File: config.mk
export PLATFORM = sky130hd
export DESIGN_NAME = cyrillic_codepage_detector
export DESIGN_NICKNAME = d
export VERILOG_FILES = /design/src/rtl/ccd_pkg.sv /design/src/rtl/ccd_fifo.sv /design/src/rtl/ccd_front.sv /design/src/rtl/ccd_back.sv /design/src/rtl/cyrillic_codepage_detector.sv
export SDC_FILE = /design/constraint.sdc
export NUM_CORES = 1
export LEC_CHECK = 0
export BUFFER_PORTS_ARGS = -buffer_cell sky130_fd_sc_hd__buf_2
export CAP_MARGIN = 20
export CORE_AREA = 3 3 287 289
export CTS_BUF_LIST = sky130_fd_sc_hd__clkbuf_16
export DETAILED_ROUTE_END_ITERATION = 16
export DIE_AREA = 0 0 290 292
export MAX_ROUTING_LAYER = met4
export PLACE_DENSITY = 0.5
export SYNTH_ARGS = -nofsm -noshare
export SYNTH_HDL_FRONTEND = slang
export SYNTH_SLANG_ARGS = --single-unit
export TNS_END_PERCENT = 100
File: constraint.sdc
create_clock -name clk -period 4.56 [get_ports clk]
set_clock_uncertainty 0.05 [all_clocks]
set_input_delay 0.912 -clock clk [delete_from_list [all_inputs] [get_ports clk]]
set_output_delay 0.912 -clock clk [all_outputs]
set_load 0.05 [all_outputs]
File: src/rtl/ccd_pkg.sv
// ---------------------------------------------------------------------------
// ccd_pkg
// Shared types, tables and constants of the Cyrillic code page detector:
// the queue word between front and back, the result word, the KOI8-R letter
// table and the 32x32 letter pair bitmap.
// ---------------------------------------------------------------------------
package ccd_pkg;

    // Counter width default and fixed width of the hit outputs
    localparam int COUNT_BITS_DEFAULT = 24;
    localparam int HIT_BITS           = 24;

    // Queue depths
    localparam int QUEUE_DEPTH  = 4;
    localparam int RESULT_DEPTH = 2;

    // Code page that scores a byte
    typedef enum logic [1:0] {
        PAGE_NONE = 2'd0,
        PAGE_WIN  = 2'd1,
        PAGE_KOI  = 2'd2,
        PAGE_DOS  = 2'd3
    } page_t;

    // Verdict codes
    typedef enum logic [2:0] {
        VERDICT_ASCII   = 3'd0,
        VERDICT_CP1251  = 3'd1,
        VERDICT_CP866   = 3'd2,
        VERDICT_KOI8R   = 3'd3,
        VERDICT_UNKNOWN = 3'd4
    } verdict_t;

    // Classified byte, front to back
    typedef struct packed {
        page_t      page;
        logic [4:0] letter;   // letter code minus one
        logic       high;     // byte was 128 or more
        logic       last;     // last byte of the text
    } item_t;

    // Result word
    typedef struct packed {
        verdict_t              verdict;
        logic [HIT_BITS-1:0]   cp1251_hits;
        logic [HIT_BITS-1:0]   cp866_hits;
        logic [HIT_BITS-1:0]   koi8_hits;
    } result_t;

    // KOI8-R letter (code minus one) for the low five bits of bytes 0xC0 up
    localparam logic [4:0] KOI_LETTER [32] = '{
        5'd30, 5'd0,  5'd1,  5'd22, 5'd4,  5'd5,  5'd20, 5'd3,
        5'd21, 5'd8,  5'd9,  5'd10, 5'd11, 5'd12, 5'd13, 5'd14,
        5'd15, 5'd31, 5'd16, 5'd17, 5'd18, 5'd19, 5'd6,  5'd2,
        5'd28, 5'd27, 5'd7,  5'd24, 5'd29, 5'd25, 5'd23, 5'd26
    };

    // Allowed pairs: row = previous letter, MSB = current letter 0
    localparam logic [31:0] PAIR_ROWS [32] = '{
        32'b11111111_11111111_11111111_11000111,
        32'b11111110_10111110_11110111_11111011,
        32'b11111101_10111111_11110111_11111001,
        32'b11111100_10111110_11110001_10000000,
        32'b11111111_11111111_11110111_10111011,
        32'b11111111_11111111_11111111_11001111,
        32'b11011110_10111111_11010001_00001000,
        32'b11111111_10111111_11110001_10111111,
        32'b11111111_11111111_11111111_11000111,
        32'b00011101_00111111_01111111_10000001,
        32'b10100111_10110110_11110010_10000010,
        32'b11111111_11111111_01110101_11011011,
        32'b11111100_10111111_11010111_10011101,
        32'b11111111_10101110_11111011_11011111,
        32'b11111111_11111111_11111111_11000111,
        32'b10000100_10110111_11110011_10011111,
        32'b11111111_11111111_11111111_11011011,
        32'b11111111_10111111_11111111_11111111,
        32'b11111101_10111111_11111111_11111111,
        32'b11111111_11111111_11100111_11000111,
        32'b10000100_10011110_11110000_00010010,
        32'b10111100_10111111_11110000_10000100,
        32'b10100100_10111010_00010000_00010000,
        32'b10100100_10111110_10111000_10001000,
        32'b10101100_10111111_11110111_00001010,
        32'b10000100_10000110_10010000_00001000,
        32'b00000100_00000000_00000000_00000011,
        32'b01111111_11111101_11110111_11000001,
        32'b01111101_10101110_01101111_11001011,
        32'b00010101_00011101_11111100_00000000,
        32'b01111111_01111101_11100111_11000010,
        32'b01111111_11111101_11110111_11000011
    };

    // Pair lookup
    function automatic logic pair_ok(input logic [4:0] prev, input logic [4:0] cur);
        logic [31:0] row;
        row = PAIR_ROWS[prev];
        return row[5'd31 - cur];
    endfunction

endpackage

File: src/rtl/ccd_fifo.sv
// ---------------------------------------------------------------------------
// ccd_fifo
// Small synchronous queue with full and empty flags; head word is shown
// combinationally while not empty.
// ---------------------------------------------------------------------------
module ccd_fifo #(
    parameter int WIDTH = 8,
    parameter int DEPTH = 4
) (
    input  logic             clk,
    input  logic             rst_n,
    input  logic             push,
    input  logic [WIDTH-1:0] wdata,
    input  logic             pop,
    output logic [WIDTH-1:0] rdata,
    output logic             full,
    output logic             empty
);

    localparam int AW = (DEPTH > 1) ? $clog2(DEPTH) : 1;
    localparam int CW = $clog2(DEPTH + 1);

    logic [WIDTH-1:0] mem [DEPTH];
    logic [AW-1:0]    wr_ptr_reg, wr_ptr_next;
    logic [AW-1:0]    rd_ptr_reg, rd_ptr_next;
    logic [CW-1:0]    count_reg, count_next;
    logic             do_push, do_pop;

    assign full    = (count_reg == CW'(DEPTH));
    assign empty   = (count_reg == '0);
    assign do_push = push && !full;
    assign do_pop  = pop && !empty;
    assign rdata   = mem[rd_ptr_reg];

    // Pointer and fill count update
    always_comb
    begin
        wr_ptr_next = wr_ptr_reg;
        rd_ptr_next = rd_ptr_reg;
        count_next  = count_reg;
        if (do_push)
        begin
            wr_ptr_next = (wr_ptr_reg == AW'(DEPTH - 1)) ? '0 : wr_ptr_reg + 1'b1;
        end
        if (do_pop)
        begin
            rd_ptr_next = (rd_ptr_reg == AW'(DEPTH - 1)) ? '0 : rd_ptr_reg + 1'b1;
        end
        if (do_push && !do_pop)
        begin
            count_next = count_reg + 1'b1;
        end
        else if (do_pop && !do_push)
        begin
            count_next = count_reg - 1'b1;
        end
    end

    always_ff @(posedge clk or negedge rst_n)
    begin
        if (!rst_n)
        begin
            wr_ptr_reg <= '0;
            rd_ptr_reg <= '0;
            count_reg  <= '0;
        end
        else
        begin
            wr_ptr_reg <= wr_ptr_next;
            rd_ptr_reg <= rd_ptr_next;
            count_reg  <= count_next;
        end
    end

    // Storage
    always_ff @(posedge clk)
    begin
        if (do_push)
        begin
            mem[wr_ptr_reg] <= wdata;
        end
    end

    // Fill count never passes the depth
    a_count_bound: assert property (@(posedge clk) disable iff (!rst_n)
        count_reg <= CW'(DEPTH))
        else $error("ccd_fifo: fill count beyond depth");

endmodule

File: src/rtl/ccd_front.sv
// ---------------------------------------------------------------------------
// ccd_front
// Input stage: takes one text byte per cycle unless full, maps it to a letter
// code and the code page that scores it, and holds it until the queue takes it.
// ---------------------------------------------------------------------------
module ccd_front (
    input  logic          clk,
    input  logic          rst_n,
    input  logic          push,
    input  logic [7:0]    text_byte,
    input  logic          is_final,
    output logic          full,
    input  logic          q_full,
    output logic          q_push,
    output ccd_pkg::item_t q_item
);

    logic           valid_reg, valid_next;
    ccd_pkg::item_t item_reg;
    ccd_pkg::item_t item_cls;
    logic           take;

    assign full   = valid_reg && q_full;
    assign take   = push && !full;
    assign q_push = valid_reg;
    assign q_item = item_reg;

    // Classify: CP1251 first, then KOI8-R, then CP866
    always_comb
    begin
        item_cls.page   = ccd_pkg::PAGE_NONE;
        item_cls.letter = 5'd0;
        item_cls.high   = text_byte[7];
        item_cls.last   = is_final;
        if (text_byte >= 8'hC0)
        begin
            item_cls.page   = ccd_pkg::PAGE_WIN;
            item_cls.letter = text_byte[4:0];
        end
        else if (text_byte >= 8'hC0)
        begin
            // shadowed by CP1251, kept for the priority order
            item_cls.page   = ccd_pkg::PAGE_KOI;
            item_cls.letter = ccd_pkg::KOI_LETTER[text_byte[4:0]];
        end
        else if (text_byte[7:5] == 3'b100)
        begin
            item_cls.page   = ccd_pkg::PAGE_DOS;
            item_cls.letter = text_byte[4:0];
        end
        else if (text_byte[7:4] == 4'hA)
        begin
            item_cls.page   = ccd_pkg::PAGE_DOS;
            item_cls.letter = {1'b0, text_byte[3:0]};
        end
    end

    // Holding register valid
    always_comb
    begin
        valid_next = valid_reg;
        if (take)
        begin
            valid_next = 1'b1;
        end
        else if (!q_full)
        begin
            valid_next = 1'b0;
        end
    end

    always_ff @(posedge clk or negedge rst_n)
    begin
        if (!rst_n)
        begin
            valid_reg <= 1'b0;
        end
        else
        begin
            valid_reg <= valid_next;
        end
    end

    always_ff @(posedge clk)
    begin
        if (take)
        begin
            item_reg <= item_cls;
        end
    end

endmodule

File: src/rtl/ccd_back.sv
// ---------------------------------------------------------------------------
// ccd_back
// Scoring stage: keeps the previous letter and the saturating counters,
// snapshots them on the last byte of a text and forms the verdict.
// ---------------------------------------------------------------------------
module ccd_back #(
    parameter int COUNT_BITS = ccd_pkg::COUNT_BITS_DEFAULT
) (
    input  logic             clk,
    input  logic             rst_n,
    input  logic             q_empty,
    input  ccd_pkg::item_t   q_item,
    output logic             q_pop,
    input  logic             res_full,
    output logic             res_push,
    output ccd_pkg::result_t res_word
);

    localparam int CB = COUNT_BITS;
    localparam int XW = COUNT_BITS + 4;
    localparam int OB = ccd_pkg::HIT_BITS;

    // Running state
    logic [4:0]    prev_reg, prev_next;
    logic          prev_valid_reg, prev_valid_next;
    logic          seen_reg, seen_next;
    logic [CB-1:0] win_reg, win_next;
    logic [CB-1:0] dos_reg, dos_next;
    logic [CB-1:0] koi_reg, koi_next;
    logic [CB-1:0] bytes_reg, bytes_next;

    // Snapshot of a finished text
    logic          snap_valid_reg, snap_valid_next;
    logic [CB-1:0] snap_win_reg, snap_dos_reg, snap_koi_reg, snap_bytes_reg;
    logic          snap_seen_reg;

    // Counts after the current byte
    logic [CB-1:0] win_upd, dos_upd, koi_upd, bytes_upd;
    logic          seen_upd;
    logic          hit, take, snap_free;

    logic [XW-1:0] win_x10, dos_x10, koi_x10, bytes_ext;
    logic [OB-1:0] win_out, dos_out, koi_out;

    assign snap_free = !snap_valid_reg || !res_full;
    assign take      = !q_empty && (!q_item.last || snap_free);
    assign q_pop     = take;
    assign res_push  = snap_valid_reg && !res_full;

    // Score the current byte
    always_comb
    begin
        hit       = prev_valid_reg && ccd_pkg::pair_ok(prev_reg, q_item.letter);
        win_upd   = win_reg;
        dos_upd   = dos_reg;
        koi_upd   = koi_reg;
        bytes_upd = (bytes_reg != '1) ? bytes_reg + 1'b1 : bytes_reg;
        seen_upd  = seen_reg || q_item.high;
        if (hit)
        begin
            case (q_item.page)
                ccd_pkg::PAGE_WIN: win_upd = (win_reg != '1) ? win_reg + 1'b1 : win_reg;
                ccd_pkg::PAGE_DOS: dos_upd = (dos_reg != '1) ? dos_reg + 1'b1 : dos_reg;
                ccd_pkg::PAGE_KOI: koi_upd = (koi_reg != '1) ? koi_reg + 1'b1 : koi_reg;
                default: ;
            endcase
        end
    end

    // Next state: clear at the end of a text
    always_comb
    begin
        prev_next       = prev_reg;
        prev_valid_next = prev_valid_reg;
        seen_next       = seen_reg;
        win_next        = win_reg;
        dos_next        = dos_reg;
        koi_next        = koi_reg;
        bytes_next      = bytes_reg;
        snap_valid_next = snap_valid_reg && !res_push;
        if (take)
        begin
            if (q_item.last)
            begin
                prev_next       = 5'd0;
                prev_valid_next = 1'b0;
                seen_next       = 1'b0;
                win_next        = '0;
                dos_next        = '0;
                koi_next        = '0;
                bytes_next      = '0;
                snap_valid_next = 1'b1;
            end
            else
            begin
                seen_next  = seen_upd;
                win_next   = win_upd;
                dos_next   = dos_upd;
                koi_next   = koi_upd;
                bytes_next = bytes_upd;
                if (q_item.page != ccd_pkg::PAGE_NONE)
                begin
                    prev_next       = q_item.letter;
                    prev_valid_next = 1'b1;
                end
            end
        end
    end

    always_ff @(posedge clk or negedge rst_n)
    begin
        if (!rst_n)
        begin
            prev_reg       <= 5'd0;
            prev_valid_reg <= 1'b0;
            seen_reg       <= 1'b0;
            win_reg        <= '0;
            dos_reg        <= '0;
            koi_reg        <= '0;
            bytes_reg      <= '0;
            snap_valid_reg <= 1'b0;
        end
        else
        begin
            prev_reg       <= prev_next;
            prev_valid_reg <= prev_valid_next;
            seen_reg       <= seen_next;
            win_reg        <= win_next;
            dos_reg        <= dos_next;
            koi_reg        <= koi_next;
            bytes_reg      <= bytes_next;
            snap_valid_reg <= snap_valid_next;
        end
    end

    // Snapshot payload
    always_ff @(posedge clk)
    begin
        if (take && q_item.last)
        begin
            snap_win_reg   <= win_upd;
            snap_dos_reg   <= dos_upd;
            snap_koi_reg   <= koi_upd;
            snap_bytes_reg <= bytes_upd;
            snap_seen_reg  <= seen_upd;
        end
    end

    // count > n/10 is the same as 10*count > n
    assign win_x10   = XW'({snap_win_reg, 3'b000}) + XW'({snap_win_reg, 1'b0});
    assign dos_x10   = XW'({snap_dos_reg, 3'b000}) + XW'({snap_dos_reg, 1'b0});
    assign koi_x10   = XW'({snap_koi_reg, 3'b000}) + XW'({snap_koi_reg, 1'b0});
    assign bytes_ext = XW'(snap_bytes_reg);

    // Verdict
    always_comb
    begin
        if (snap_win_reg > snap_dos_reg && snap_win_reg > snap_koi_reg
            && win_x10 > bytes_ext)
        begin
            res_word.verdict = ccd_pkg::VERDICT_CP1251;
        end
        else if (snap_dos_reg > snap_win_reg && snap_dos_reg > snap_koi_reg
                 && dos_x10 > bytes_ext)
        begin
            res_word.verdict = ccd_pkg::VERDICT_CP866;
        end
        else if (snap_koi_reg > snap_win_reg && snap_koi_reg > snap_dos_reg
                 && koi_x10 > bytes_ext)
        begin
            res_word.verdict = ccd_pkg::VERDICT_KOI8R;
        end
        else if (!snap_seen_reg)
        begin
            res_word.verdict = ccd_pkg::VERDICT_ASCII;
        end
        else
        begin
            res_word.verdict = ccd_pkg::VERDICT_UNKNOWN;
        end
        res_word.cp1251_hits = win_out;
        res_word.cp866_hits  = dos_out;
        res_word.koi8_hits   = koi_out;
    end

    // Each count onto the fixed-width hit fields, truncated or zero-extended
    generate
        if (CB >= OB)
        begin : g_trunc
            assign win_out = snap_win_reg[OB-1:0];
            assign dos_out = snap_dos_reg[OB-1:0];
            assign koi_out = snap_koi_reg[OB-1:0];
        end
        else
        begin : g_ext
            assign win_out = OB'(snap_win_reg);
            assign dos_out = OB'(snap_dos_reg);
            assign koi_out = OB'(snap_koi_reg);
        end
    endgenerate

    // Last byte clears the running state
    a_clear: assert property (@(posedge clk) disable iff (!rst_n)
        take && q_item.last |=> bytes_reg == '0 && !prev_valid_reg && !seen_reg)
        else $error("ccd_back: state not cleared after last byte");

    // Last byte always leaves a pending snapshot
    a_snap: assert property (@(posedge clk) disable iff (!rst_n)
        take && q_item.last |=> snap_valid_reg)
        else $error("ccd_back: snapshot missing after last byte");

    // Saturating byte count never wraps to zero inside a text
    a_bytes: assert property (@(posedge clk) disable iff (!rst_n)
        take && !q_item.last |=> bytes_reg != '0)
        else $error("ccd_back: byte count wrapped");

endmodule

File: src/rtl/cyrillic_codepage_detector.sv
// ---------------------------------------------------------------------------
// cyrillic_codepage_detector
// Guesses the code page of a Cyrillic text from letter pair statistics.
// ---------------------------------------------------------------------------
// Usage:
//   Input queue: drive text_byte and is_final, raise push; the word is taken
//   at a clock edge with push high and full low. One byte per cycle is
//   sustained while full stays low. is_final marks the last byte of a text.
//   Result queue: while empty is low, verdict and the three hit counts of the
//   oldest finished text are on the outputs; pop with empty low takes it.
//   Only the last byte of a text yields a result word.
// Path: after its last byte is taken, a result passes the input register,
//   the byte queue, the scoring stage and the result queue.
// Throughput: 1 byte per cycle while full stays low; a result per cycle can
//   follow when every byte is a last byte and the result queue is not full.
// Stalls: when pop is held low the result queue fills, then the scoring
//   stage holds the next last byte, the byte queue fills and full rises.
//   Non-final bytes keep flowing while one result waits.
// Reset: rst_n clears the queues, the counters and the previous letter.
// ---------------------------------------------------------------------------
module cyrillic_codepage_detector #(
    parameter int COUNT_BITS = ccd_pkg::COUNT_BITS_DEFAULT
) (
    input  logic        clk,
    input  logic        rst_n,
    input  logic        push,
    output logic        full,
    input  logic [7:0]  text_byte,
    input  logic        is_final,
    output logic        empty,
    input  logic        pop,
    output logic [2:0]  verdict,
    output logic [23:0] cp1251_hits,
    output logic [23:0] cp866_hits,
    output logic [23:0] koi8_hits
);

    localparam int IW = $bits(ccd_pkg::item_t);
    localparam int RW = $bits(ccd_pkg::result_t);

    logic             q_push, q_full, q_empty, q_pop;
    ccd_pkg::item_t   q_in, q_out;
    logic [IW-1:0]    q_rdata;
    logic             res_push, res_full;
    ccd_pkg::result_t res_in, res_out;
    logic [RW-1:0]    res_rdata;

    // Front: accept and classify
    ccd_front u_front (
        .clk       (clk),
        .rst_n     (rst_n),
        .push      (push),
        .text_byte (text_byte),
        .is_final  (is_final),
        .full      (full),
        .q_full    (q_full),
        .q_push    (q_push),
        .q_item    (q_in)
    );

    // Byte queue between front and back
    ccd_fifo #(
        .WIDTH (IW),
        .DEPTH (ccd_pkg::QUEUE_DEPTH)
    ) u_byte_q (
        .clk   (clk),
        .rst_n (rst_n),
        .push  (q_push),
        .wdata (q_in),
        .pop   (q_pop),
        .rdata (q_rdata),
        .full  (q_full),
        .empty (q_empty)
    );

    assign q_out = ccd_pkg::item_t'(q_rdata);

    // Back: scoring and verdict
    ccd_back #(
        .COUNT_BITS (COUNT_BITS)
    ) u_back (
        .clk      (clk),
        .rst_n    (rst_n),
        .q_empty  (q_empty),
        .q_item   (q_out),
        .q_pop    (q_pop),
        .res_full (res_full),
        .res_push (res_push),
        .res_word (res_in)
    );

    // Result queue
    ccd_fifo #(
        .WIDTH (RW),
        .DEPTH (ccd_pkg::RESULT_DEPTH)
    ) u_res_q (
        .clk   (clk),
        .rst_n (rst_n),
        .push  (res_push),
        .wdata (res_in),
        .pop   (pop),
        .rdata (res_rdata),
        .full  (res_full),
        .empty (empty)
    );

    assign res_out     = ccd_pkg::result_t'(res_rdata);
    assign verdict     = res_out.verdict;
    assign cp1251_hits = res_out.cp1251_hits;
    assign cp866_hits  = res_out.cp866_hits;
    assign koi8_hits   = res_out.koi8_hits;

endmodule
# Word level (Yosys, flattened, before mapping)
# Memories as Yosys holds them, arrays and structs flattened.
# Cells that the tools add are included.
[totals]
latchBits = 0
memories = 3
mem_bits_rw = 186
ff_bits = 222
rom_bits = 1024
output_inout_bits = 77
[op_classes]
n_lt_le_gt_ge = 12
div = 0
bitwise_logic = 1
muxes = 46
multipliers = 0
add_sub_neg = 16
n_reduce_logical = 44
shifts = 0
eq_ne = 14
[mem_list]
columns = ["name", "depth", "width", "read_ports", "rd_clocked_by_memory_dff", "write_ports", "line_no", "text"]
rows = [
  ["(no name shown)", 32, 32, 1, 0, 0, "ccd_pkg.sv:97", "row = PAIR_ROWS[prev];"],
  ["u_res_q.mem", 2, 75, 1, 0, 1, "ccd_fifo.sv:23", "logic [WIDTH-1:0] mem [DEPTH];"],
  ["u_byte_q.mem", 4, 9, 1, 0, 1, "ccd_fifo.sv:23", ""],
]
[ops]
columns = ["cell", "n"]
rows = [
  ["24-bit 2-to-1 mux", 14],
  ["24-bit greater-than comparator", 6],
  ["24-bit by 1-bit adder with 24-bit output (second input constant)", 4],
  ["24-bit != test (second input constant)", 4],
  ["27-bit by 25-bit adder with 28-bit output", 3],
  ["28-bit by 24-bit greater-than comparator with 1-bit output", 3],
  ["32-bit 2-to-1 mux", 2],
  ["1-bit logical AND", 21],
  ["3-bit 2-to-1 mux", 6],
  ["5-bit 2-to-1 mux", 3],
  ["1-bit 2-to-1 mux", 14],
  ["7-bit 2-to-1 mux", 2],
  ["1-bit logical NOT", 12],
  ["2-bit equality test (second input constant)", 5],
  ["8-bit greater-or-equal comparator (second input constant)", 1],
  ["2-bit 2-to-1 mux", 4],
  ["2-bit nonzero test", 4],
  ["2-bit by 1-bit adder with 2-bit output (second input constant)", 3],
  ["3-bit equality test (second input constant)", 2],
  ["6-bit greater-or-equal comparator (second input constant)", 1],
  ["5-bit by 6-bit less-than comparator with 1-bit output (second input constant)", 1],
  ["5-bit NOT with 6-bit output", 1],
  ["1-bit binary-select mux with 5-bit select", 1],
  ["5-bit subtractor (first input constant)", 1],
  ["12 further kinds", 15],
]

# Depth between registers and ports, before layout
# Gate-level depths: netlist of run 1.
[depth]
ltp_word = 9
depth_mapped = 24
ltp_nobuf = 24

# Modules after synthesis
# A second synthesis of run 1 with hierarchy kept.
[hier_totals]
hier_cells = 2352
hier_area_um2 = 25707.2
[by_module_without_submodules]
columns = ["module", "instances", "seq_area_each_um2", "cells_per_inst", "area_per_inst_um2"]
rows = [
  ["ccd_back", 1, 5515.3, 1992, 17800.8],
  ["ccd_fifo at u_res_q", 1, 4604.4, 252, 5763.0],
  ["ccd_fifo at u_byte_q", 1, 1256.2, 84, 1752.9],
  ["ccd_front", 1, 295.3, 24, 390.4],
]

# Least setup slack after synthesis of run 1
# OpenSTA, ideal clock, no wires.
[synth_timing]
kind = "register -> register"
from = "register u_back.snap_dos_reg[0], in the netlist u_back.dos_out[0]"
to = "memory u_res_q.mem[0][74] (netlist name) (data pin)"
arrival_ns = 4.123
path_stages_with_launch = 24
n_path_buf = 0
synth_period_minus_slack_ns = 4.349
path_slack_ns = 0.211
path_cell_list = "edfxtp_1 -> ha_1 -> inv_1 -> fa_1 -> nor2b_1 -> o31a_1 -> o21ai_0 -> nand2b_1 -> a21o_1 -> a21o_1 -> a21o_1 -> a21oi_1 -> xnor2_1 -> ha_1 -> a21o_1 -> a21o_1 -> a21oi_1 -> nor3_1 -> a2111oi_0 -> a32oi_1 -> a31oi_1 -> o2111ai_1 -> a41o_1 -> nor3b_1"
[synth_lines]
columns = ["item", "line_no", "text"]
rows = [
  ["start, declared", "ccd_back.sv:34", "logic [CB-1:0] snap_win_reg, snap_dos_reg, snap_koi_reg, snap_bytes_reg;"],
  ["start signal, assigned", "ccd_back.sv:142", "snap_dos_reg <= dos_upd;"],
  ["end, declared", "ccd_fifo.sv:23", ""],
]

==> results of run 1 <==
## layout make-up
type	instances	area share [%]
Multi-Input combinational cell	1760	43.0
Inverter	117	1.43
Clock inverter	43	1.16
Tap cell	1060	4.28
Timing Repair Buffer	364	8.36
Clock buffer	50	4.04
Sequential cell	408	37.7
## logic make-up after synthesis
group / count (synthesis) / share of synthesized area, %
simple gates: 663 / 13.4
compound gates: 607 / 15.7
flops: 408 / 45.7
fa+ha+maj: 226 / 11.2
buf+inv: 221 / 3.55
xor+xnor: 160 / 5.48
mux: 104 / 5.03
## worst register-to-register path, cell delays in order (launching register included)
cell,delay [ns]
sky130_fd_sc_hd__edfxtp_1,0.43
sky130_fd_sc_hd__ha_2,0.21
sky130_fd_sc_hd__inv_2,0.05
sky130_fd_sc_hd__fa_2,0.20
sky130_fd_sc_hd__nor2b_2,0.05
sky130_fd_sc_hd__o31a_1,0.27
sky130_fd_sc_hd__buf_4,0.15
sky130_fd_sc_hd__o211ai_1,0.31
sky130_fd_sc_hd__buf_4,0.19
sky130_fd_sc_hd__nand3_2,0.05
sky130_fd_sc_hd__o211ai_1,0.18
sky130_fd_sc_hd__buf_4,0.20
sky130_fd_sc_hd__xnor2_2,0.06
sky130_fd_sc_hd__ha_1,0.32
sky130_fd_sc_hd__a21o_1,0.16
sky130_fd_sc_hd__a21o_1,0.18
sky130_fd_sc_hd__a21oi_2,0.10
sky130_fd_sc_hd__nor2_1,0.06
sky130_fd_sc_hd__a2111oi_2,0.34
sky130_fd_sc_hd__a32oi_1,0.12
sky130_fd_sc_hd__a31oi_1,0.20
sky130_fd_sc_hd__o2111ai_2,0.15
sky130_fd_sc_hd__a41o_1,0.27
sky130_fd_sc_hd__buf_4,0.14
## per-stage QoR
step	util (%)	area, um^2	std cells
global route	38.6	31000	3802
finish	38.6	31000	3802
CTS	38.3	30700	3787
global placement	36.0	28800	3680
floorplan	-	25600	2389
detailed placement	36.0	28800	3680
## metal layers
layer,vias up,share of wire (%),track usage [%]
li1,9638,-,-
met1,9998,45,23.8
met2,434,48,30.8
met3,118,3.8,1.93
met4,0,3.1,5.80
met5,-,0,-
## final timing paths
kind / from / end / slack (ns) / depth (start not counted)
worst max-delay path: u_back.dos_out[2]$_DFFE_PP_ / u_res_q.mem[1][73]$_DFFE_PP_ / -0.14 / 23
worst min-delay path: rst_n / u_back.bytes_reg[1]$_DFFE_PN0P_ / 0.40 / 1
worst max register to register: u_back.dos_out[2]$_DFFE_PP_ / u_res_q.mem[1][73]$_DFFE_PP_ / -0.14 / 23
worst min register to register: u_back.seen_reg$_DFFE_PN0P_ / u_back.seen_reg$_DFFE_PN0P_ / 0.44 / 2
max in group asynchronous: rst_n / u_back.win_reg[11]$_DFFE_PN0P_ / 3.07 / 2
min in group clk: u_back.seen_reg$_DFFE_PN0P_ / u_back.seen_reg$_DFFE_PN0P_ / 0.44 / 2
## timing repair
action | CTS | global route
pin swaps | 28 | 52
resized for setup | 39 | 35
setup endpoints to repair | 6 | 6
setup buffers | 14 | 15
hold buffers | 0 | 0
## layout by cell type (no fill, tap or decap), drive strengths merged, types with 48 or more instances in the layout
cell type | netlist | final
buf | 34 | 364
dfrtp | 116 | 116
a21oi | 126 | 126
nand2 | 181 | 181
xnor2 | 99 | 99
nand3 | 75 | 75
mux2 | 83 | 83
ha | 222 | 222
edfxtp | 292 | 292
o21ai | 154 | 154
inv | 115 | 130
xor2 | 61 | 61
nor3 | 50 | 50
nand4 | 48 | 48
and3 | 60 | 60
nor2 | 102 | 102
clkbuf | 70 | 50
a21o | 79 | 79
==> run summary, run 1 <==
## Drt
• 20.6 um — DR WL/cell
• 5.31 — Vias per Instance
• 0 — DRC violation count after routing
• 78.4 mm — wire length after detailed routing
• 20188 — Via Count
• 1100 — number of DRC violations after detailed-routing iteration 0
• 0 — Final ANT Viol Nets
• 5 — detailed-routing iteration count for the pre-antenna-repair pass

## Timing
• 37.6% — relative slew slack
• 4.70 ns — clock period minus final worst setup slack
• yes — unrepaired setup endpoints after global routing
• 0 — final number of hold-violating endpoints
• 103% — Final period util
• 4 — Final Setup Violations
• -0.457 ns — accumulated negative setup slack
• 213 MHz — fmax
• -0.135 ns — final setup margin
• 0 — pins over their slew limit
• 0.397 ns — worst slack on hold paths
• 0.933 ns — Tightest Pin Transition

## Logic synthesis
• 25600 um^2 — synthesized area
• 45.7% — sequential-to-total area share from yosys stat
• sky130_fd_sc_hd__edfxtp_1 — Post-synth top flop
• 292 x sky130_fd_sc_hd__edfxtp_1, 222 x sky130_fd_sc_hd__ha_1, 178 x sky130_fd_sc_hd__nand2_1, 153 x sky130_fd_sc_hd__o21ai_0, 124 x sky130_fd_sc_hd__a21oi_1 — commonest cells in the netlist
• 0 — number of warning messages in the yosys log
• 28.4% — async set-reset flop share out of synthesis
• sky130_fd_sc_hd__edfxtp_1 — largest area contributor in the netlist
• 96 — post-synth cell types
• sky130_fd_sc_hd__edfxtp_1 — most frequent cell after synthesis
• 10.7 um^2 — Syn Area/Cell
• 34.3% — portion of synthesized cell area occupied by the leading cell type
• 2628 — synthesized netlist net count
• sky130_fd_sc_hd__edfxtp_1 34%, sky130_fd_sc_hd__dfrtp_1 11%, sky130_fd_sc_hd__ha_1 11%, sky130_fd_sc_hd__mux2_2 3.7%, sky130_fd_sc_hd__xnor2_1 3.4% — top cells by area, synth
• 292 — EDFF count, synth
• 408 — total of flip-flops plus latches after synthesis
• 2389 — instance count of the mapped netlist

## Min path
• in -> async — Worst Hold Class

## GRT
• 20324 — via count of the first global-routing pass
• 18.5% — GRT Overall Usage
• 0 — total congestion overflow
• 1 — initial antenna violation count
• 120 mm — global-route wire length before repair
• 76 — maximum number of pins on one net before global-route repair

## Clocking
• 0.60 ns — clock latency at the later pin of the worst-skew pair
• sky130_fd_sc_hd__clkbuf_16 — clk root buf
• 408 — number of sinks handled by clock tree synthesis
• 3 — maximum root-to-sink buffer count
• yes — CTS tree
• 2 — H-tree lvl count
• 50 — number of buffers added by the clock tree synthesis step
• 0.06 ns — CTS clk-pin slew, worst paths

## Finish
• 11700 um^2 — Storage cell area
• u_res_q.mem — top register by number of flip-flops
• u_res_q.mem: 150 flops, u_byte_q.mem: 36 flops — Largest regs
• 7875 — filler cell count
• 13300 um^2 — Multi-input gate area
• 2940 — number of nets at the end of the flow
• 150 — max FFs per register
• 21.1% — layout overhead on the synthesized area
• 0 — Antenna Cells
• 22.6% — layout cells sized above 1

## Worst setup path
• reg -> reg — Setup Crit Path Kind
• 5 — worst path bufs/invs
• compound AO/OA/AOI/OAI gates — CP delay by family, top
• flip-flop — Startpoint Class
• 3 — maximum net fanout on the critical path
• sky130_fd_sc_hd__edfxtp_1 — CP max stage cell
• 0.43 ns — peak per-stage delay on the critical path
• ha_2, inv_2, fa_2, nor2b_2, o31a_1, buf_4, o211ai_1, buf_4, nand3_2, o211ai_1, buf_4, xnor2_2, ha_1, a21o_1, a21o_1, a21oi_2, nor2_1, a2111oi_2, a32oi_1, a31oi_1, o2111ai_2, a41o_1, buf_4 — worst-path cell chain
• 5.00 ns — arrival time worst endpoint
• sky130_fd_sc_hd__buf_4 — critical path's most frequent cell
• 4.86 ns — required time worst endpoint
• flip-flop — category of the worst setup path capture point

## Die
• 90 — # IOs
• 84700 um^2 — die outline area
• 80200 um^2 — Core Box Area
• 31.9% — starting density of the core
• 292 um — height of the die
• 104 — Std-Cell Rows
• 290 um — die width

## Placement
• 0.913 — Final GP Congestion
• 60.0 mm — Post-DP HPWL
• 89 — number of port buffers
• -0.459 ns — Post-Place Worst Slack

## Run status
• complete, but fails checks — result of the run
• negative setup slack — violated checks

## Flow run
• 0 — max capacitance violation total

Power of run 1 is not shown: default switching activity piles up to over one toggle a cycle in this logic, so the estimate is an artifact.
==> run 2, diff against run 1 <==
Settings changed: MAX_ROUTING_LAYER met4 to unset.
==> run summary, run 2 (same netlist as run 1, synthesis figures left out) <==
## Run status
• complete, but fails checks — result of the run
• negative setup slack — violated checks

## GRT
• 17.8% — GRT Overall Usage
• 119 mm — global-route wire length before repair
• 20222 — via count of the first global-routing pass
• 74 — maximum number of pins on one net before global-route repair
• 0 — total congestion overflow
• 3 — initial antenna violation count

## Die
• 104 — Std-Cell Rows
• 80200 um^2 — Core Box Area
• 292 um — height of the die
• 90 — # IOs
• 31.9% — starting density of the core
• 84700 um^2 — die outline area
• 290 um — die width

## Worst setup path
• -0.03 ns — Worst R2R Setup Slack
• reg -> reg — Setup Crit Path Kind
• flip-flop — Startpoint Class
• u_res_q.mem[0][74]$_DFFE_PP_ — worst reg2reg path endpoint
• u_back.dos_out[3]$_DFFE_PP_ — source of the worst register-to-register timing path
• 22 — number of cells traversed by the worst register-to-register path
• flip-flop — category of the worst setup path capture point
• 5 — maximum net fanout on the critical path
• 4.96 ns — arrival time worst endpoint
• 4.93 ns — required time worst endpoint

## Timing
• 4.59 ns — clock period minus final worst setup slack
• 0 — pins over their slew limit
• 1.02 ns — Tightest Pin Transition
• yes — unrepaired setup endpoints after global routing
• 4 — Final Setup Violations
• -0.0314 ns — final setup margin
• 0 — final number of hold-violating endpoints
• 218 MHz — fmax
• 101% — Final period util
• 31.6% — relative slew slack

## Finish
• 292 x sky130_fd_sc_hd__edfxtp_1, 251 x sky130_fd_sc_hd__buf_4, 211 x sky130_fd_sc_hd__ha_1, 178 x sky130_fd_sc_hd__nand2_1, 141 x sky130_fd_sc_hd__o21ai_0 — most frequent cells in the layout
• 2919 — number of nets at the end of the flow
• sky130_fd_sc_hd__edfxtp_1 — commonest non-fill, non-tap cell in the layout
• 20.3% — layout overhead on the synthesized area
• u_res_q.mem — top register by number of flip-flops
• 150 — max FFs per register
• 38.4% — Final Util
• 22.0% — layout cells sized above 1
• u_res_q.mem: 150 flops, u_byte_q.mem: 36 flops — Largest regs

## Drt
• 20.4 um — DR WL/cell
• 0 — DRC violation count after routing
• 77.0 mm — wire length after detailed routing
• 6 — detailed-routing iteration count for the pre-antenna-repair pass
• 5.26 — Vias per Instance
• 1043 — number of DRC violations after detailed-routing iteration 0
• 0 — Final ANT Viol Nets
• 19891 — Via Count

## Clocking
• 0.06 ns — CTS clk-pin slew, worst paths
• 408 — number of sinks handled by clock tree synthesis
• 0.60 ns — clock latency at the later pin of the worst-skew pair
• 3 — maximum root-to-sink buffer count
• 50 — number of buffers added by the clock tree synthesis step
• sky130_fd_sc_hd__clkbuf_16 — clk root buf
• 0 — hold bufs inserted after CTS
• yes — CTS tree
• 2 — H-tree lvl count

## Placement
• 0.890 — Final GP Congestion
• -0.477 ns — Post-Place Worst Slack
• 58.3 mm — Post-DP HPWL
• 89 — number of port buffers

## Flow run
• 0 — max capacitance violation total

## Min path
• in -> async — Worst Hold Class

[run 2: stage by stage]
| stage | instances | hold WS (ns) | setup TNS [ns] | area (um^2) |
|---|---|---|---|---|
| finish | 3779 | 0.407 | -0.114 | 30700 |
| global route | 3778 | 0.417 | -1.17 | 30700 |
| CTS | 3766 | 0.391 | -0.134 | 30500 |
| detailed placement | 3664 | 0.433 | -2.25 | 28700 |
| global placement | 3664 | 0.416 | -1.47 | 28700 |
| floorplan | 2389 | 0.405 | 0 | 25600 |
[run 2: area by class of cell]
type                       count  area (um^2)
clock inverter                40          295
sequential                   408        11700
antenna                        1         2.50
fill                        7901        49400
clock buffer                  50         1250
tap                         1060         1330
multi-input combinational   1760        13300
timing repair buffer         343         2400
inverter                     117          442
[run 2: what timing repair did]
item,in CTS,in global routing
setup buffers,12,12
gates resized for setup,46,28
setup endpoints to repair,6,6
pin swaps,31,38
[run 2: layer usage]
| layer | global-route usage (%) | vias to the layer above | wire length [um] |
|---|---|---|---|
| li1 | - | 9575 | - |
| met1 | 23.2 | 9804 | 34500 |
| met2 | 31.0 | 398 | 37700 |
| met3 | 1.94 | 114 | 2560 |
| met4 | 5.21 | 0 | 2270 |
| met5 | 0 | - | 0 |
[run 2: how the worst max path moves through the flow]
stage | startpoint | end | slack (ns) | cells after the start
after floorplan | u_back.dos_out[0]$_DFFE_PP_ | u_res_q.mem[0][74]$_DFFE_PP_ | 0.21 | 23
after global placement | u_back.koi_out[8]$_DFFE_PP_ | u_res_q.mem[0][74]$_DFFE_PP_ | -0.28 | 22
after detailed placement | u_back.dos_out[10]$_DFFE_PP_ | u_res_q.mem[0][74]$_DFFE_PP_ | -0.48 | 21
after CTS | u_back.koi_out[2]$_DFFE_PP_ | u_res_q.mem[1][73]$_DFFE_PP_ | -0.04 | 24
after global routing | u_back.koi_out[2]$_DFFE_PP_ | u_res_q.mem[0][74]$_DFFE_PP_ | -0.23 | 24
final | u_back.dos_out[3]$_DFFE_PP_ | u_res_q.mem[0][74]$_DFFE_PP_ | -0.03 | 22
[run 2: worst max-delay path, stage by stage, from the launching register on]
cell	delay, ns
sky130_fd_sc_hd__edfxtp_1	0.50
sky130_fd_sc_hd__ha_1	0.29
sky130_fd_sc_hd__buf_4	0.15
sky130_fd_sc_hd__nor4_1	0.25
sky130_fd_sc_hd__o21ai_1	0.13
sky130_fd_sc_hd__o211a_1	0.22
sky130_fd_sc_hd__buf_4	0.18
sky130_fd_sc_hd__a21oi_1	0.18
sky130_fd_sc_hd__inv_1	0.08
sky130_fd_sc_hd__a21oi_2	0.15
sky130_fd_sc_hd__o21bai_1	0.07
sky130_fd_sc_hd__a21oi_1	0.17
sky130_fd_sc_hd__xnor2_1	0.15
sky130_fd_sc_hd__ha_1	0.27
sky130_fd_sc_hd__a21o_1	0.18
sky130_fd_sc_hd__a21oi_2	0.15
sky130_fd_sc_hd__nor3_1	0.10
sky130_fd_sc_hd__a2111oi_4	0.25
sky130_fd_sc_hd__a32oi_2	0.12
sky130_fd_sc_hd__a31oi_1	0.20
sky130_fd_sc_hd__o2111ai_1	0.12
sky130_fd_sc_hd__a41o_1	0.25
sky130_fd_sc_hd__nor3b_2	0.22
Power of run 2 is left out for the same reason.
==> run 3, diff against run 2 <==
Settings changed: CORE_AREA 3 3 287 289 to 3 3 216 218, DIE_AREA 0 0 290 292 to 0 0 219 221, PLACE_DENSITY 0.5 to 0.79.
==> run summary, run 3 (same netlist as run 1, synthesis figures left out) <==
## Placement
• 89 — number of port buffers
• -0.391 ns — Post-Place Worst Slack
• 27700 um^2 — total cell area at the placement stage
• 0.953 — Final GP Congestion
• 51.6 mm — Post-DP HPWL

## Run status
• negative setup slack — violated checks
• complete, but fails checks — result of the run

## Die
• 45100 um^2 — Core Box Area
• 56.7% — starting density of the core
• 219 um — die width
• 78 — Std-Cell Rows
• 48400 um^2 — die outline area
• 90 — # IOs
• 221 um — height of the die

## Finish
• 2868 — number of nets at the end of the flow
• 20.2% — layout cells sized above 1
• 0 — Antenna Cells
• 150 — max FFs per register
• u_res_q.mem: 150 flops, u_byte_q.mem: 36 flops — Largest regs
• 65.5% — Final Util
• u_res_q.mem — top register by number of flip-flops
• sky130_fd_sc_hd__edfxtp_1 — commonest non-fill, non-tap cell in the layout
• 29500 um^2 — final std cell area, no fill
• 15.6% — layout overhead on the synthesized area
• 292 x sky130_fd_sc_hd__edfxtp_1, 216 x sky130_fd_sc_hd__ha_1, 205 x sky130_fd_sc_hd__buf_4, 178 x sky130_fd_sc_hd__nand2_1, 141 x sky130_fd_sc_hd__o21ai_0 — most frequent cells in the layout

## Drt
• 69.5 mm — wire length after detailed routing
• 20429 — Via Count
• 7 — detailed-routing iteration count for the pre-antenna-repair pass
• 6.26 — Vias per Instance
• 0 — Final ANT Viol Nets
• 0 — DRC violation count after routing
• 1516 — number of DRC violations after detailed-routing iteration 0
• 21.3 um — DR WL/cell

## Worst setup path
• u_back.dos_out[10]$_DFFE_PP_ — source of the worst register-to-register timing path
• u_res_q.mem[0][73]$_DFFE_PP_ — worst reg2reg path endpoint
• flip-flop — category of the worst setup path capture point
• flip-flop — Startpoint Class
• 4.85 ns — required time worst endpoint
• 4 — maximum net fanout on the critical path
• 4.95 ns — arrival time worst endpoint
• -0.10 ns — Worst R2R Setup Slack
• 21 — number of cells traversed by the worst register-to-register path
• reg -> reg — Setup Crit Path Kind

## GRT
• 28.2% — GRT Overall Usage
• 108 mm — global-route wire length before repair
• 76 — maximum number of pins on one net before global-route repair
• 20161 — via count of the first global-routing pass
• 0 — initial antenna violation count
• 0 — total congestion overflow

## Timing
• 214 MHz — fmax
• 0.967 ns — Tightest Pin Transition
• 0 — pins over their slew limit
• 0.294 ns — worst slack on hold paths
• 4 — Final Setup Violations
• yes — unrepaired setup endpoints after global routing
• -0.103 ns — final setup margin
• 4.66 ns — clock period minus final worst setup slack
• 0 — final number of hold-violating endpoints
• 102% — Final period util
• 35.3% — relative slew slack

## Clocking
• 0.06 ns — CTS clk-pin slew, worst paths
• yes — CTS tree
• 3 — maximum root-to-sink buffer count
• sky130_fd_sc_hd__clkbuf_16 — clk root buf
• 2 — H-tree lvl count
• 408 — number of sinks handled by clock tree synthesis
• 0.58 ns — clock latency at the later pin of the worst-skew pair
• 42 — number of buffers added by the clock tree synthesis step

## Min path
• in -> async — Worst Hold Class

## Flow run
• 0 — max capacitance violation total

run 3: cell types whose count changed in the layout (fill, tap and decap cells not counted), moves of 3 or more:
cell,previous run,this run
sky130_fd_sc_hd__buf_4,251,205
sky130_fd_sc_hd__clkbuf_16,50,42
sky130_fd_sc_hd__a21oi_1,118,113
sky130_fd_sc_hd__a21oi_2,8,13
sky130_fd_sc_hd__ha_1,211,216
sky130_fd_sc_hd__ha_4,8,3
sky130_fd_sc_hd__inv_1,121,125
sky130_fd_sc_hd__inv_6,4,0
sky130_fd_sc_hd__buf_6,0,3
sky130_fd_sc_hd__clkinv_1,11,8
run 3: metal layers:
metal,wire length (um),up-vias,track usage [%]
li1,-,9461,-
met1,27300,9956,35.5
met2,33900,831,48.4
met3,4590,181,3.83
met4,3630,0,12.8
met5,0,-,0
run 3: how the worst max path moves through the flow:
stage | start | endpoint | slack (ns) | cells past startpoint
6_report | u_back.dos_out[10]$_DFFE_PP_ | u_res_q.mem[0][73]$_DFFE_PP_ | -0.10 | 21
3_3_place_gp | u_back.koi_out[0]$_DFFE_PP_ | u_res_q.mem[0][72]$_DFFE_PP_ | -0.28 | 24
4_1_cts | u_back.snap_win_reg[0]$_DFFE_PP_ | u_res_q.mem[1][72]$_DFFE_PP_ | 0.004 | 21
3_5_place_dp | u_back.koi_out[0]$_DFFE_PP_ | u_res_q.mem[0][72]$_DFFE_PP_ | -0.39 | 24
2_1_floorplan | u_back.dos_out[0]$_DFFE_PP_ | u_res_q.mem[0][74]$_DFFE_PP_ | 0.21 | 23
5_1_grt | u_back.dos_out[3]$_DFFE_PP_ | u_res_q.mem[0][73]$_DFFE_PP_ | -0.23 | 21
run 3: metrics by stage:
step                      instances  setup TNS (ns)
final                          3262          -0.363
after global routing           3262           -1.14
after CTS                      3241               0
after detailed placement       3156           -2.02
after global placement         3156           -1.37
after floorplan                2389               0
run 3: worst max-delay path, cell delays in order (launching register included):
cell	delay, ns
sky130_fd_sc_hd__edfxtp_1	0.46
sky130_fd_sc_hd__ha_1	0.36
sky130_fd_sc_hd__a21o_1	0.18
sky130_fd_sc_hd__a221oi_2	0.31
sky130_fd_sc_hd__buf_4	0.18
sky130_fd_sc_hd__o21ai_0	0.13
sky130_fd_sc_hd__a41oi_2	0.24
sky130_fd_sc_hd__a21bo_2	0.17
sky130_fd_sc_hd__nand2b_1	0.07
sky130_fd_sc_hd__nand2_1	0.13
sky130_fd_sc_hd__nand2b_1	0.07
sky130_fd_sc_hd__a21oi_1	0.19
sky130_fd_sc_hd__xnor2_1	0.09
sky130_fd_sc_hd__ha_1	0.19
sky130_fd_sc_hd__a21o_1	0.18
sky130_fd_sc_hd__a21o_1	0.18
sky130_fd_sc_hd__a2111oi_4	0.34
sky130_fd_sc_hd__a32oi_1	0.11
sky130_fd_sc_hd__a31oi_1	0.21
sky130_fd_sc_hd__o2111ai_1	0.18
sky130_fd_sc_hd__a41o_1	0.28
sky130_fd_sc_hd__buf_6	0.12
run 3: what timing repair did:
action | in CTS | in global routing
hold buffers | 0 | 0
endpoints found under the setup margin | 6 | 6
pin swaps | 27 | 56
gates resized for setup | 32 | 43
buffers inserted | 8 | 24
run 3: area by class of cell:
type	instances	area, um^2
Clock buffer	42	1050
Tap cell	600	751
Inverter	117	442
Timing Repair Buffer	300	2090
Sequential cell	408	11700
Clock inverter	35	221
Multi-Input combinational cell	1760	13300
Fill cell	3477	15500
Power of run 3 is left out for the same reason.
